==> config.mk <==
export PLATFORM = sky130hd
export DESIGN_NAME = lssg_div
export DESIGN_NICKNAME = d
export VERILOG_FILES = /design/src/hw/rtl/lssg_pkg.sv /design/src/hw/rtl/lssg_div.sv
export SDC_FILE = /design/constraint.sdc
export NUM_CORES = 1
export LEC_CHECK = 0
export ABC_AREA = 1
export BUFFER_PORTS_ARGS = -buffer_cell sky130_fd_sc_hd__buf_2
export CORE_MARGIN = 3
export CORE_UTILIZATION = 57
export CTS_CLUSTER_SIZE = 40
export DETAILED_ROUTE_END_ITERATION = 16
export PLACE_DENSITY = 0.83
export SYNTH_ARGS = -nofsm -noshare
export SYNTH_HDL_FRONTEND = slang
export SYNTH_SLANG_ARGS = --single-unit
==> constraint.sdc <==
create_clock -name clk_i -period 2.65 [get_ports clk_i]
set_clock_uncertainty 0.2 [all_clocks]
set_input_delay 0.265 -clock clk_i [delete_from_list [all_inputs] [get_ports clk_i]]
set_output_delay 0.265 -clock clk_i [all_outputs]
set_load 0.01 [all_outputs]
==> src/hw/rtl/lssg_pkg.sv <==
// Shared types, widths, register indexes and table generators for the log sine sweep generator.
// No dependencies; every other file of the block refers to this package by scoped names.
package lssg_pkg;

  localparam int unsigned SINE_TABLE_BITS = 10;
  localparam int unsigned EXP_TABLE_BITS  = 8;

  localparam int unsigned LOG_W    = 25;
  localparam int unsigned FRAC_W   = 20;
  localparam int unsigned INT_W    = LOG_W - FRAC_W;
  localparam int unsigned LEN_W    = 32;
  localparam int unsigned AMP_W    = 15;
  localparam int unsigned PHASE_W  = 32;
  localparam int unsigned SAMPLE_W = 16;
  localparam int unsigned MANT_W   = 32;
  localparam int unsigned QUOT_W   = LOG_W;
  localparam int unsigned DIVD_W   = LEN_W + QUOT_W;
  localparam int unsigned STEP_W   = $clog2(QUOT_W);
  localparam int unsigned IDX_W    = 8;
  localparam int unsigned CFG_W    = 32;

  localparam logic [63:0] HALF_PI_Q30 = 64'd1686629713;
  localparam logic [63:0] LN2_Q30     = 64'd744261118;
  localparam logic [63:0] ONE_Q30     = 64'd1073741824;
  localparam logic [MANT_W-1:0] INC_MAX = 32'h7FFF_FFFF;

  localparam logic [IDX_W-1:0] REG_LOG_START = 8'd0;
  localparam logic [IDX_W-1:0] REG_LOG_END   = 8'd1;
  localparam logic [IDX_W-1:0] REG_LENGTH    = 8'd2;
  localparam logic [IDX_W-1:0] REG_AMPLITUDE = 8'd3;

  typedef enum logic [3:0] {
    S_IDLE,
    S_MUL,
    S_DIV,
    S_LOG,
    S_EXP,
    S_INTERP,
    S_MANT,
    S_INC,
    S_DONE
  } lssg_state_e;

  typedef struct packed {
    logic load;
    logic step;
  } lssg_div_ctrl_t;

  typedef struct packed {
    logic lookup;
    logic interp;
    logic mant;
  } lssg_exp_ctrl_t;

  typedef struct packed {
    logic look;
    logic scale;
  } lssg_sine_ctrl_t;

  // 2^(k / 2^bits) in Q1.30 from a truncated exp series
  function automatic logic [63:0] exp_entry(input int unsigned k, input int unsigned bits);
    logic [63:0] y;
    logic [63:0] term;
    logic [63:0] sum;
    y    = (64'(k) * LN2_Q30) >> bits;
    term = y;
    sum  = ONE_Q30 + y;
    for (int n = 2; n <= 16; n++) begin
      term = ((term * y) >> 30) / 64'(n);
      sum  = sum + term;
    end
    return sum;
  endfunction

  // sin of r quarter-table steps, rounded to Q1.15
  function automatic logic [15:0] quarter_sine(input int unsigned r, input int unsigned bits);
    logic [63:0] x;
    logic [63:0] term;
    logic [63:0] pos;
    logic [63:0] neg;
    logic [63:0] res;
    x    = (64'(r) * HALF_PI_Q30) >> (bits - 2);
    term = x;
    pos  = x;
    neg  = 64'd0;
    for (int n = 1; n <= 8; n++) begin
      term = ((((term * x) >> 30) * x) >> 30) / 64'((2 * n) * (2 * n + 1));
      if ((n % 2) == 1) begin
        neg = neg + term;
      end else begin
        pos = pos + term;
      end
    end
    if (neg >= pos) begin
      res = 64'd0;
    end else begin
      res = ((pos - neg) * 64'd32767 + (64'd1 << 29)) >> 30;
    end
    return res[15:0];
  endfunction

endpackage

==> src/hw/rtl/lssg_div.sv <==
// Restoring divider: one quotient bit per step, quotient known to fit QUOT_W bits.
// Depends on lssg_pkg.
module lssg_div (
  input  logic                          clk_i,
  input  lssg_pkg::lssg_div_ctrl_t      ctrl_i,
  input  logic [lssg_pkg::DIVD_W-1:0]   dividend_i,
  input  logic [lssg_pkg::LEN_W-1:0]    divisor_i,
  output logic [lssg_pkg::QUOT_W-1:0]   quotient_o
);

  logic [lssg_pkg::LEN_W-1:0]  rem_q;
  logic [lssg_pkg::QUOT_W-1:0] lo_q;
  logic [lssg_pkg::LEN_W:0]    trial;
  logic [lssg_pkg::LEN_W:0]    diff;
  logic                        ge;

  assign trial = {rem_q, lo_q[lssg_pkg::QUOT_W-1]};
  assign diff  = trial - {1'b0, divisor_i};
  assign ge    = trial >= {1'b0, divisor_i};

  always_ff @(posedge clk_i) begin
    if (ctrl_i.load) begin
      rem_q <= dividend_i[lssg_pkg::DIVD_W-1:lssg_pkg::QUOT_W];
      lo_q  <= dividend_i[lssg_pkg::QUOT_W-1:0];
    end else if (ctrl_i.step) begin
      rem_q <= ge ? diff[lssg_pkg::LEN_W-1:0] : trial[lssg_pkg::LEN_W-1:0];
      lo_q  <= {lo_q[lssg_pkg::QUOT_W-2:0], ge};
    end
  end

  assign quotient_o = lo_q;

endmodule

### Word-level counts from Yosys, hierarchy flattened

Cells that the tools add are included.

| word-level totals | value |
|---|---|
| register bits after elaboration | 57 |
| latch bits | 0 |
| RAM bits | 0 |
| memory bits (read-only) | 0 |
| input port bits | 92 |
| output and inout bits | 25 |
| logic and storage cells | 10 |
| memories | 0 |

| cells by class | value |
|---|---|
| add/subtract/negate cells | 1 |
| multiply operators | 0 |
| divide/modulo/power cells | 0 |
| order comparisons | 1 |
| equality and inequality tests | 0 |
| shift operators | 0 |
| multiplexer cells | 5 |
| bitwise logic cells | 0 |
| reduce and logical (&&, ||, !) cells | 1 |

Operators by type and width:

| kind | number |
|---|---|
| 2-to-1 mux 32 bit | 3 |
| 2-to-1 mux 25 bit | 2 |
| >= comparator 33 x 32 -> 1 bit | 1 |
| subtractor 32 bit | 1 |
| nonzero test 2 bit | 1 |

### Depth between registers and ports, before layout

Gate-level depths: netlist of run 1.

| logic depth | value |
|---|---|
| depth after elaboration | 4 |
| gate-level depth with buffers | 17 |
| depth with buffers taken out | 16 |

### Least setup slack after synthesis of run 1

OpenSTA, ideal clock, no wires.

| timing | value |
|---|---|
| path type | register -> register |
| from | reg lo_q, in the netlist quotient_o[24] |
| to | reg rem_q[28] (netlist name), data pin |
| setup time | 0.252 ns |
| data arrival time | 1.941 ns |
| required time | 2.198 ns |
| setup slack | 0.256 ns |
| stages on the path, launching flop included | 17 |
| buffers on the path | 0 |
| period minus slack after synthesis | 2.394 ns |
| cells stage by stage | edfxtp_1 -> inv_1 -> ha_1 -> inv_1 -> fa_1 -> nand3_1 -> nand3_1 -> nand2_1 -> nand2_1 -> nand2_1 -> nand2_1 -> nand2_1 -> nand2_1 -> nand2_1 -> nand3_2 -> nand2_1 -> nand2_1 |

| on the way | value |
|---|---|
| cells in the longest elaborated chain, start to end | 4 |
| elaborated cells between the ends (all ways) | 5 |
| those cells by class | add/sub: 1; order compare: 1; mux: 3 |

RTL lines:

| item | line | source |
|---|---|---|
| start: declaration | lssg_div.sv:12 | `logic [lssg_pkg::QUOT_W-1:0] lo_q;` |
| start signal: assignment | lssg_div.sv:24 | `lo_q <= dividend_i[lssg_pkg::QUOT_W-1:0];` |
| start signal: assignment | lssg_div.sv:27 | `lo_q <= {lo_q[lssg_pkg::QUOT_W-2:0], ge};` |
| subtractor 32 bit / >= comparator 33 x 32 -> 1 bit (equally long branches) | lssg_div.sv:18, lssg_div.sv:19 |  |
| 2-to-1 mux 32 bit (*) | lssg_div.sv:26 | `rem_q <= ge ? diff[lssg_pkg::LEN_W-1:0] : trial[lssg_pkg::LEN_W-1:0];` |
| 2-to-1 mux 32 bit (*) | lssg_div.sv:25 | `end else if (ctrl_i.step) begin` |
| 2-to-1 mux 32 bit (*) | lssg_div.sv:22 | `if (ctrl_i.load) begin` |
| end signal: assignment | lssg_div.sv:23 | `rem_q <= dividend_i[lssg_pkg::DIVD_W-1:lssg_pkg::QUOT_W];` |
| end signal: assignment | lssg_div.sv:26 |  |
| end: declaration | lssg_div.sv:11 | `logic [lssg_pkg::LEN_W-1:0] rem_q;` |

Every way passes the cells marked *; elsewhere a longest branch is shown, timed or not. The select of a mux whose other input is x is not followed.
A chain may end at the register's enable or synchronous reset.

### Final worst setup path of run 1

Same ends and word-level chain as after synthesis.

==> results_dict.tcl, run 1 <==
set metrics [dict create \
    drtPass1Iterations 5 \
    yosysUniqueCellTypes 35 \
    timing.rr.start "quotient_o[24]" \
    synth_common_cells "408 x nand2_1, 159 x inv_1, 65 x nand3_1, 57 x edfxtp_1, 43 x nor2_1" \
    fmax_ghz 0.3901 \
    avgSynthCellArea_sq_um 6.322 \
    wl_per_cell_microns 15.28 \
    root_buffer "clkbuf_8" \
    tns_ns 0 \
    switching_share_pct 42.58 \
    period_share_pct 96.74 \
    worst_r2r_path_depth 16 \
    fp.dieH_microns 105.6 \
    die_x_microns 105.6 \
    first_global_vias 5913 \
    finalPower_uw 5101 \
    syn_area_sq_um 5658 \
    end_kind "flop" \
    wl_mm 18.40 \
    hold_path.class "in2reg" \
    outcome "finished clean" \
    synth_top_area_cell "edfxtp_1" \
    initial_core_util_pct 59.81 \
    rows 35 \
    tightest_slew_ns 0.7705 \
    maxCapViolations 0 \
    viasPerCell 5.192 \
    drc_errors 0 \
    final_max_slew_viol_count 0 \
    grt_pass1_wl_mm 28.03 \
    multi_input_area_sq_um 3518 \
    synthTopCellsByArea "edfxtp_1 30%, nand2_1 27%, inv_1 11%, ha_1 7.1%, nand3_1 5.7%" \
    setup_violations 0 \
    hold_end "rem_q[14]" \
    ys_seq_area_share_pct 30.25 \
    grt_use_total_pct 31.02 \
    crit_fanout 4 \
    place_area_sq_um 6387 \
    ctsLongestPathBuffers 2 \
    powerDensity_nw_per_um2 680.4 \
    start_kind "flop" \
    syn_to_final_growth_pct 32.51 \
    syn_nets 1020 \
    post-route-min-period_ns 2.563 \
    seqPwrFrac_pct 26.1 \
    irDropWorstVdd_v 0.0003640 \
    final_net_count 1195 \
    arrival_ns 2.49 \
    drt-initial-drc-count 492 \
    r2r_slack_ns 0.09 \
    internal-power_uw 2929 \
    synthArstFlopShare_pct 0 \
    core_sq_um 9459 \
    vias 6251 \
    hpwl_mm 11.85 \
    path_clk_slew_ns 0.08 \
    critPathRequiredTime_ns 2.57 \
    crit_start "quotient_o[24]" \
    top_level_ports 117 \
    cts_made_buffers 9 \
    fin_area_sq_um 7497 \
    synth_most_common_cell "nand2_1" \
    antenna_found_initial 0 \
    holdPathStages 3 \
    synth_cells 895 \
    combPwrFrac_pct 52.8 \
    seq_area_sq_um 1712 \
    ys_ff_latch 57 \
    p_leak_uw 0.004136 \
    layout-drive-gt1-share_pct 20.74 \
    ys.flop_type "edfxtp_1" \
    route.antenna.remaining_nets 0 \
    gr-total-overflow 0 \
    hp-start "dividend_i[39]" \
    grt_max_degree 58 \
    p_clk_share_pct 21.1 \
    cts_sinks 57 \
    power.switching_uw 2172 \
    htree_levels 3 \
    synth_top_area_share_pct 30.25 \
    cts_tree "done" \
    die-area_sq_um 11160 \
    timing.rr.end "rem_q[28]" \
    holdWs_ns 0.003523 \
    portBuffers 116 \
    rsz0062_at_grt "true" \
    yosysWarnings 0 \
    slew_headroom_pct 48.63 \
    hold_violations 0 \
    fillers 673 \
    worstSetupPathType "reg2reg" \
    worst_skew_pair.late_latency_ns 0.36 \
    routabilityCongestion 0.9295 \
    synth_edf_count 57 \
    antenna_cells 0 \
]
==> repair_timing <==
item | in CTS | in global routing
setup buffers | 0 | 7
hold endpoints to repair | 46 | 0
setup endpoints to repair | 13 | 32
pin swaps | 0 | 7
gates resized for setup | 3 | 47
hold buffers | 46 | 0
cloned | 0 | 2
==> stage by stage <==
stage	std cells	utilization (%)	setup slack, ns
4_1_cts	1195	75.13	0.02218
2_1_floorplan	895	-	0.2564
5_1_grt	1204	79.26	-0.05392
6_report	1204	79.26	0.08651
3_3_place_gp	1133	67.53	-0.01506
3_5_place_dp	1133	67.53	-0.01620
==> layout make-up <==
cell class / count / area share [%]
multi-input cells: 652 / 46.93
well taps: 129 / 2.153
repair buffers: 183 / 16.37
inverters: 167 / 8.361
clock buffers: 9 / 1.652
flip-flops and latches: 57 / 22.83
clock inverters: 7 / 1.702
==> routing by layer <==
layer / track usage (%) / part of all wire [%]
met2: 54.69 / 50
met1: 39.13 / 40
met4: 7.863 / 2.3
met3: 5.695 / 8.5
met5: 0 / 0
==> worst max-delay path by stage <==
stage	endpoint	slack, ns
floorplan	rem_q[28]	0.26
global placement	rem_q[16]	-0.02
detailed placement	rem_q[28]	-0.02
CTS	rem_q[11]	0.02
global route	rem_q[31]	-0.05
finish	rem_q[28]	0.09
==> cells by family after synthesis <==
logic type / share of synthesized area, %
fa+ha+maj: 7.430
xor+xnor: 2.167
simple gates: 44.54
buf+inv: 13.38
compound gates: 2.234
flops: 30.25
==> flip-flops by register name, summed over array words and instances, names as in the netlist <==
name and cells:
quotient_o 25, rem_q 32
==> power groups by stage <==
stage          clock (uW)  sequential [uW]  combinational (uW)
4_1_cts              1070             1300                2370
2_1_floorplan           0             1300                1740
3_3_place_gp            0             1310                2260
3_5_place_dp            0             1310                2290
6_report             1080             1330                2690
5_1_grt              1110             1350                2980
==> worst max-delay path, cell delays in order, from the launching register on <==
cell and delay, ns:
edfxtp_1 0.42, inv_2 0.09, ha_1 0.16, inv_2 0.06, fa_2 0.42, nand3_1 0.12
nand3_2 0.10, nand2_2 0.11, nand2_2 0.10, nand2_1 0.09, nand2_2 0.08, nand2_2 0.08
nand2_1 0.06, nand2_1 0.08, nand3_2 0.06, nand2_1 0.08, nand2_1 0.05
==> cells in the final DEF (no fill, tap or decap), drive strengths merged <==
master         n
a21o           1
a21oi         16
a31oi          1
and2           2
buf          137
bufinv         3
clkbuf         9
clkinv         6
dlygate4sd3   46
edfxtp        57
fa             1
ha            32
inv          165
nand2        416
nand3         71
nand3b        26
nand4         10
nor2          54
nor3           2
o21a           1
o21ai          2
o21bai         1
or2            2
xnor2         13
xor2           1
Note: power is estimated with default switching activity, not from simulation.
==> run 2, diff against run 1 <==
Settings changed: RECOVER_POWER set to 50.
==> run 2 against run 1 <==
Compared with the run above:
- the flow now finishes with violations (max-capacitance violations, max-slew violations)
- first-iteration DRC count increased by 4.1%
- worst hold slack improved by 0.0028 ns
- non-clock buffer count did not move
- final area about the same
- sequential cell count unchanged
- clock-buffer cell count unchanged
- total power about the same
- clock power barely moved
- combinational power is essentially flat
- highest routed layer unchanged
- critical path depth is the same
==> results_dict.tcl, run 2 (synthesized netlist as in run 1, its figures left out) <==
set metrics [dict create \
    end_kind "flop" \
    vias 6230 \
    route.antenna.remaining_nets 0 \
    period_share_pct 96.76 \
    drt-initial-drc-count 512 \
    holdWs_ns 0.006352 \
    wl_per_cell_microns 15.24 \
    irDropWorstVdd_v 0.0003636 \
    hp-start "dividend_i[39]" \
    crit_fanout 4 \
    maxCapViolations 1 \
    fillers 674 \
    grt_use_total_pct 31.02 \
    violations "max-capacitance violations, max-slew violations" \
    portBuffers 116 \
    layout_commonest_cell "nand2_1" \
    p_leak_uw 0.004127 \
    final_max_slew_viol_count 58 \
    ctsLongestPathBuffers 2 \
    drc_errors 0 \
    rsz0062_at_grt "true" \
    viasPerCell 5.174 \
    die-area_sq_um 11160 \
    core_sq_um 9459 \
    regMostFlops "rem_q" \
    cts_tree "done" \
    rows 35 \
    htree_levels 3 \
    first_global_vias 5913 \
    layout-drive-gt1-share_pct 20.47 \
    multi_input_area_sq_um 3518 \
    antenna_cells 0 \
    fp.dieH_microns 105.6 \
    worstSetupPathType "reg2reg" \
    timing.rr.start "quotient_o[24]" \
    syn_to_final_growth_pct 32.40 \
    fmax_ghz 0.3900 \
    critPathRequiredTime_ns 2.57 \
    tns_ns 0 \
    routabilityCongestion 0.9295 \
    tightest_slew_ns 1.511 \
    crit_start "quotient_o[24]" \
    outcome "complete, but fails checks" \
    hold_violations 0 \
    fin_area_sq_um 7491 \
    place_area_sq_um 6387 \
    cts_made_buffers 9 \
    gr-total-overflow 0 \
    cts_sinks 57 \
    post-route-min-period_ns 2.564 \
    root_buffer "clkbuf_8" \
    die_x_microns 105.6 \
    mostFrequentLayoutCells "401 x nand2_1, 157 x inv_1, 113 x buf_2" \
    top_level_ports 117 \
    powerDensity_nw_per_um2 680.6 \
    hold_path.class "in2reg" \
    setup_violations 0 \
    worst_skew_pair.late_latency_ns 0.35 \
    hpwl_mm 11.85 \
    grt_max_degree 58 \
    dp.cells 1133 \
    wl_mm 18.35 \
    start_kind "flop" \
    grt_pass1_wl_mm 28.03 \
    slew_headroom_pct -0.7377 \
    fin_util_pct 79.19 \
    initial_core_util_pct 59.81 \
    drtPass1Iterations 6 \
    seq_area_sq_um 1712 \
    final_net_count 1195 \
    arrival_ns 2.48 \
    path_clk_slew_ns 0.08 \
    largest_reg_flops 32 \
    antenna_found_initial 0 \
    fin_cells 1204 \
]
==> run 2: cell types whose count changed in the layout (fill, tap and decap cells not counted) <==
cell | previous run | this run
clkbuf_1 | 0 | 3
clkbuf_2 | 0 | 1
buf_4 | 18 | 17
buf_2 | 116 | 113
==> run 2: report_power, final <==
| part | leakage [uW] | internal [uW] | switching, uW |
|---|---|---|---|
| logic | 0.00341 | 1080 | 1610 |
| registers | 0.000591 | 1210 | 125 |
| clock network | 0.000126 | 636 | 436 |
==> run 2: final timing paths <==
check | endpoint | slack [ns] | cells after the start
max | rem_q[28] | 0.09 | 16
min | rem_q[14] | 0.006 | 3
max reg2reg | rem_q[28] | 0.09 | 16
min reg2reg | quotient_o[19] | 0.35 | 2
==> run 2: area by class of cell <==
cell class | count | share of cell area (%)
Sequential cell | 57 | 22.85
Inverter | 167 | 8.368
Clock inverter | 7 | 1.704
Timing Repair Buffer | 183 | 16.30
Clock buffer | 9 | 1.654
Multi-Input combinational cell | 652 | 46.97
Tap cell | 129 | 2.155
==> run 2: routing by layer <==
metal,vias to the layer above,GRT usage (%),share of wire (%)
met2,321,54.69,50
met1,2757,39.13,40
met3,47,5.695,8.6
met4,0,7.863,2.3
li1,3105,-,-
met5,-,0,0
==> run 2: per-stage QoR <==
stage,setup WS [ns],total power (uW)
floorplan,0.2564,3046
global placement,-0.01506,3568
detailed placement,-0.01620,3604
CTS,0.02218,4741
global route,-0.05392,5439
finish,0.08598,5098
==> run 2: worst max-delay path, stage by stage, from the launching register on <==
cell	delay, ns
edfxtp_1	0.42
inv_2	0.09
ha_1	0.16
inv_2	0.06
fa_2	0.42
nand3_1	0.12
nand3_2	0.10
nand2_2	0.10
nand2_2	0.10
nand2_1	0.09
nand2_2	0.08
nand2_2	0.08
nand2_1	0.05
nand2_1	0.08
nand3_2	0.06
nand2_1	0.08
nand2_1	0.05
==> run 2: timing repair <==
action | in CTS | in global routing
resized for setup | 3 | 47
hold buffers | 46 | 0
pin swaps | 0 | 7
endpoints found under the hold margin | 46 | 0
endpoints found under the setup margin | 13 | 32
setup buffers | 0 | 7
gates cloned | 0 | 2
==> run 3, diff against run 2 <==
--- a/config.mk
+++ b/config.mk
@@ -13,5 +13,4 @@
 export DETAILED_ROUTE_END_ITERATION = 16
 export PLACE_DENSITY = 0.83
-export RECOVER_POWER = 50
 export SYNTH_ARGS = -nofsm -noshare
 export SYNTH_HDL_FRONTEND = slang
==> constraint.sdc (replaced) <==
create_clock -name clk_i -period 2.65 [get_ports clk_i]
set_clock_uncertainty 0.2 [all_clocks]
set_input_delay 0.53 -clock clk_i [delete_from_list [all_inputs] [get_ports clk_i]]
set_output_delay 0.53 -clock clk_i [all_outputs]
set_load 0.01 [all_outputs]
==> run 3 against run 2 <==
Compared with the run above:
- the run now ends clean
- clock-buffer cell count is the same
- total power shrank 1.8%
- first-iteration DRC count shrank 22%
- critical path depth shrank 6
- via count shrank 3.0%
- wire length shrank 9.1%
- sequential share of layout area grew 0.88 points
- global-route usage shrank 1.6 points
==> results_dict.tcl, run 3 (synthesized netlist as in run 1, its figures left out) <==
set metrics [dict create \
    ctsLongestPathBuffers 2 \
    outcome "finished clean" \
    initial_core_util_pct 59.81 \
    place_ws_ns -0.08602 \
    path_clk_slew_ns 0.08 \
    top_level_ports 117 \
    routabilityCongestion 0.9713 \
    arrival_ns 2.44 \
    largest_reg_flops 32 \
    regMostFlops "rem_q" \
    layout_commonest_cell "nand2_1" \
    drc_errors 0 \
    start_kind "flop" \
    drtPass1Iterations 5 \
    grt_pass1_wl_mm 26.52 \
    syn_to_final_growth_pct 27.49 \
    worstSetupPathType "reg2reg" \
    portBuffers 116 \
    hpwl_mm 12.68 \
    tightest_slew_ns 0.7215 \
    wl_per_cell_microns 13.74 \
    hold_violations 0 \
    gr-total-overflow 0 \
    maxCapViolations 0 \
    setup_ws_ns 0.1214 \
    final_max_slew_viol_count 0 \
    setup_violations 0 \
    die-area_sq_um 11160 \
    layout-drive-gt1-share_pct 23.99 \
    grt_use_total_pct 29.47 \
    p_leak_uw 0.004204 \
    wl_mm 16.67 \
    antenna_cells 0 \
    core_sq_um 9459 \
    final_net_count 1204 \
    dp.cells 1195 \
    htree_levels 3 \
    antenna_found_initial 0 \
    mostFrequentLayoutCells "402 x nand2_1, 158 x inv_1, 116 x buf_2" \
    end_kind "flop" \
    cts_tree "done" \
    grt_max_degree 57 \
    irDropWorstVdd_v 0.0004227 \
    die_x_microns 105.6 \
    drt-initial-drc-count 397 \
    finalPower_uw 5005 \
    rows 35 \
    fmax_ghz 0.3955 \
    ctsHoldBuffers 0 \
    period_share_pct 95.42 \
    slew_headroom_pct 51.90 \
    root_buffer "clkbuf_8" \
    first_global_vias 5766 \
    powerDensity_nw_per_um2 693.9 \
    fp.dieH_microns 105.6 \
    cts_sinks 57 \
    cts_made_buffers 9 \
    route.antenna.remaining_nets 0 \
    vias 6040 \
    post-route-min-period_ns 2.529 \
    worst_skew_pair.late_latency_ns 0.35 \
    viasPerCell 4.979 \
    fin_cells 1213 \
    rsz0062_at_grt "true" \
    crit_fanout 16 \
    hold_path.class "in2reg" \
    critPathRequiredTime_ns 2.56 \
]
-- run 3: changes by cell type in the layout (fill, tap and decap cells not counted), sizes merged --
cell and change:
buf +60, dlygate4sd3 -46, clkbuf -4, bufinv -2
clkinvlp +1, inv +1, nor2 -1
-- run 3: repair_timing --
item                                   4_1_cts  5_1_grt
endpoints found under the hold margin        0        0
gates cloned                                 0        1
setup endpoints to repair                    1       32
buffers inserted                             0        1
resized for setup                            1       20
pin swaps                                    0        2
-- run 3: through the flow --
| step | utilization, % | hold WS (ns) | setup TNS (ns) | cell area, sq um |
|---|---|---|---|---|
| 2_1_floorplan | - | 0.3837 | 0 | 5658 |
| 5_1_grt | 76.26 | 0.2460 | -0.02158 | 7213 |
| 6_report | 76.26 | 0.2408 | 0 | 7213 |
| 4_1_cts | 75.00 | 0.2331 | 0 | 7094 |
| 3_5_place_dp | 72.84 | 0.3227 | -1.475 | 6890 |
| 3_3_place_gp | 72.84 | 0.3180 | -0.3412 | 6890 |
-- run 3: final cells by class --
cell class	count	area, sq um
multi-input combinational	651	3296
fill	807	2246
sequential	57	1712
timing repair buffer	193	1216
inverter	167	626.9
tap	129	161.4
clock buffer	9	123.9
clock inverter	7	77.57
-- run 3: final timing paths --
kind | start | end | slack [ns] | depth (start not counted)
max | rem_q[23] | rem_q[7] | 0.12 | 10
min | dividend_i[18] | quotient_o[18] | 0.24 | 3
min reg2reg | quotient_o[17] | quotient_o[18] | 0.34 | 2
max reg2reg | rem_q[23] | rem_q[7] | 0.12 | 10
-- run 3: metal layers --
layer | wire, microns | up-vias | GRT usage (%) | share of wire [%]
met5 | 0 | - | 0 | 0
met4 | 374 | 0 | 7.586 | 2.2
met3 | 1282 | 27 | 4.715 | 7.7
met2 | 7899 | 234 | 51.14 | 47
met1 | 7116 | 2661 | 38.26 | 43
li1 | - | 3118 | - | -
-- run 3: worst max-delay path, stage by stage, from the launching register on --
cell and delay, ns:
edfxtp_1 0.41, ha_1 0.40, nand2_2 0.12, nor2_2 0.22, nand2_1 0.14, nor2_2 0.18
nand2_4 0.13, nand2_4 0.26, nand2_1 0.10, nand3_1 0.08, nand2_1 0.05
-- run 3: where the power goes --
part	internal [uW]	total (uW)	leakage [uW]	switching, uW
Clock	443	890	0.000100	448
Sequential	1210	1310	0.000591	101
Combinational	1220	2810	0.00351	1590
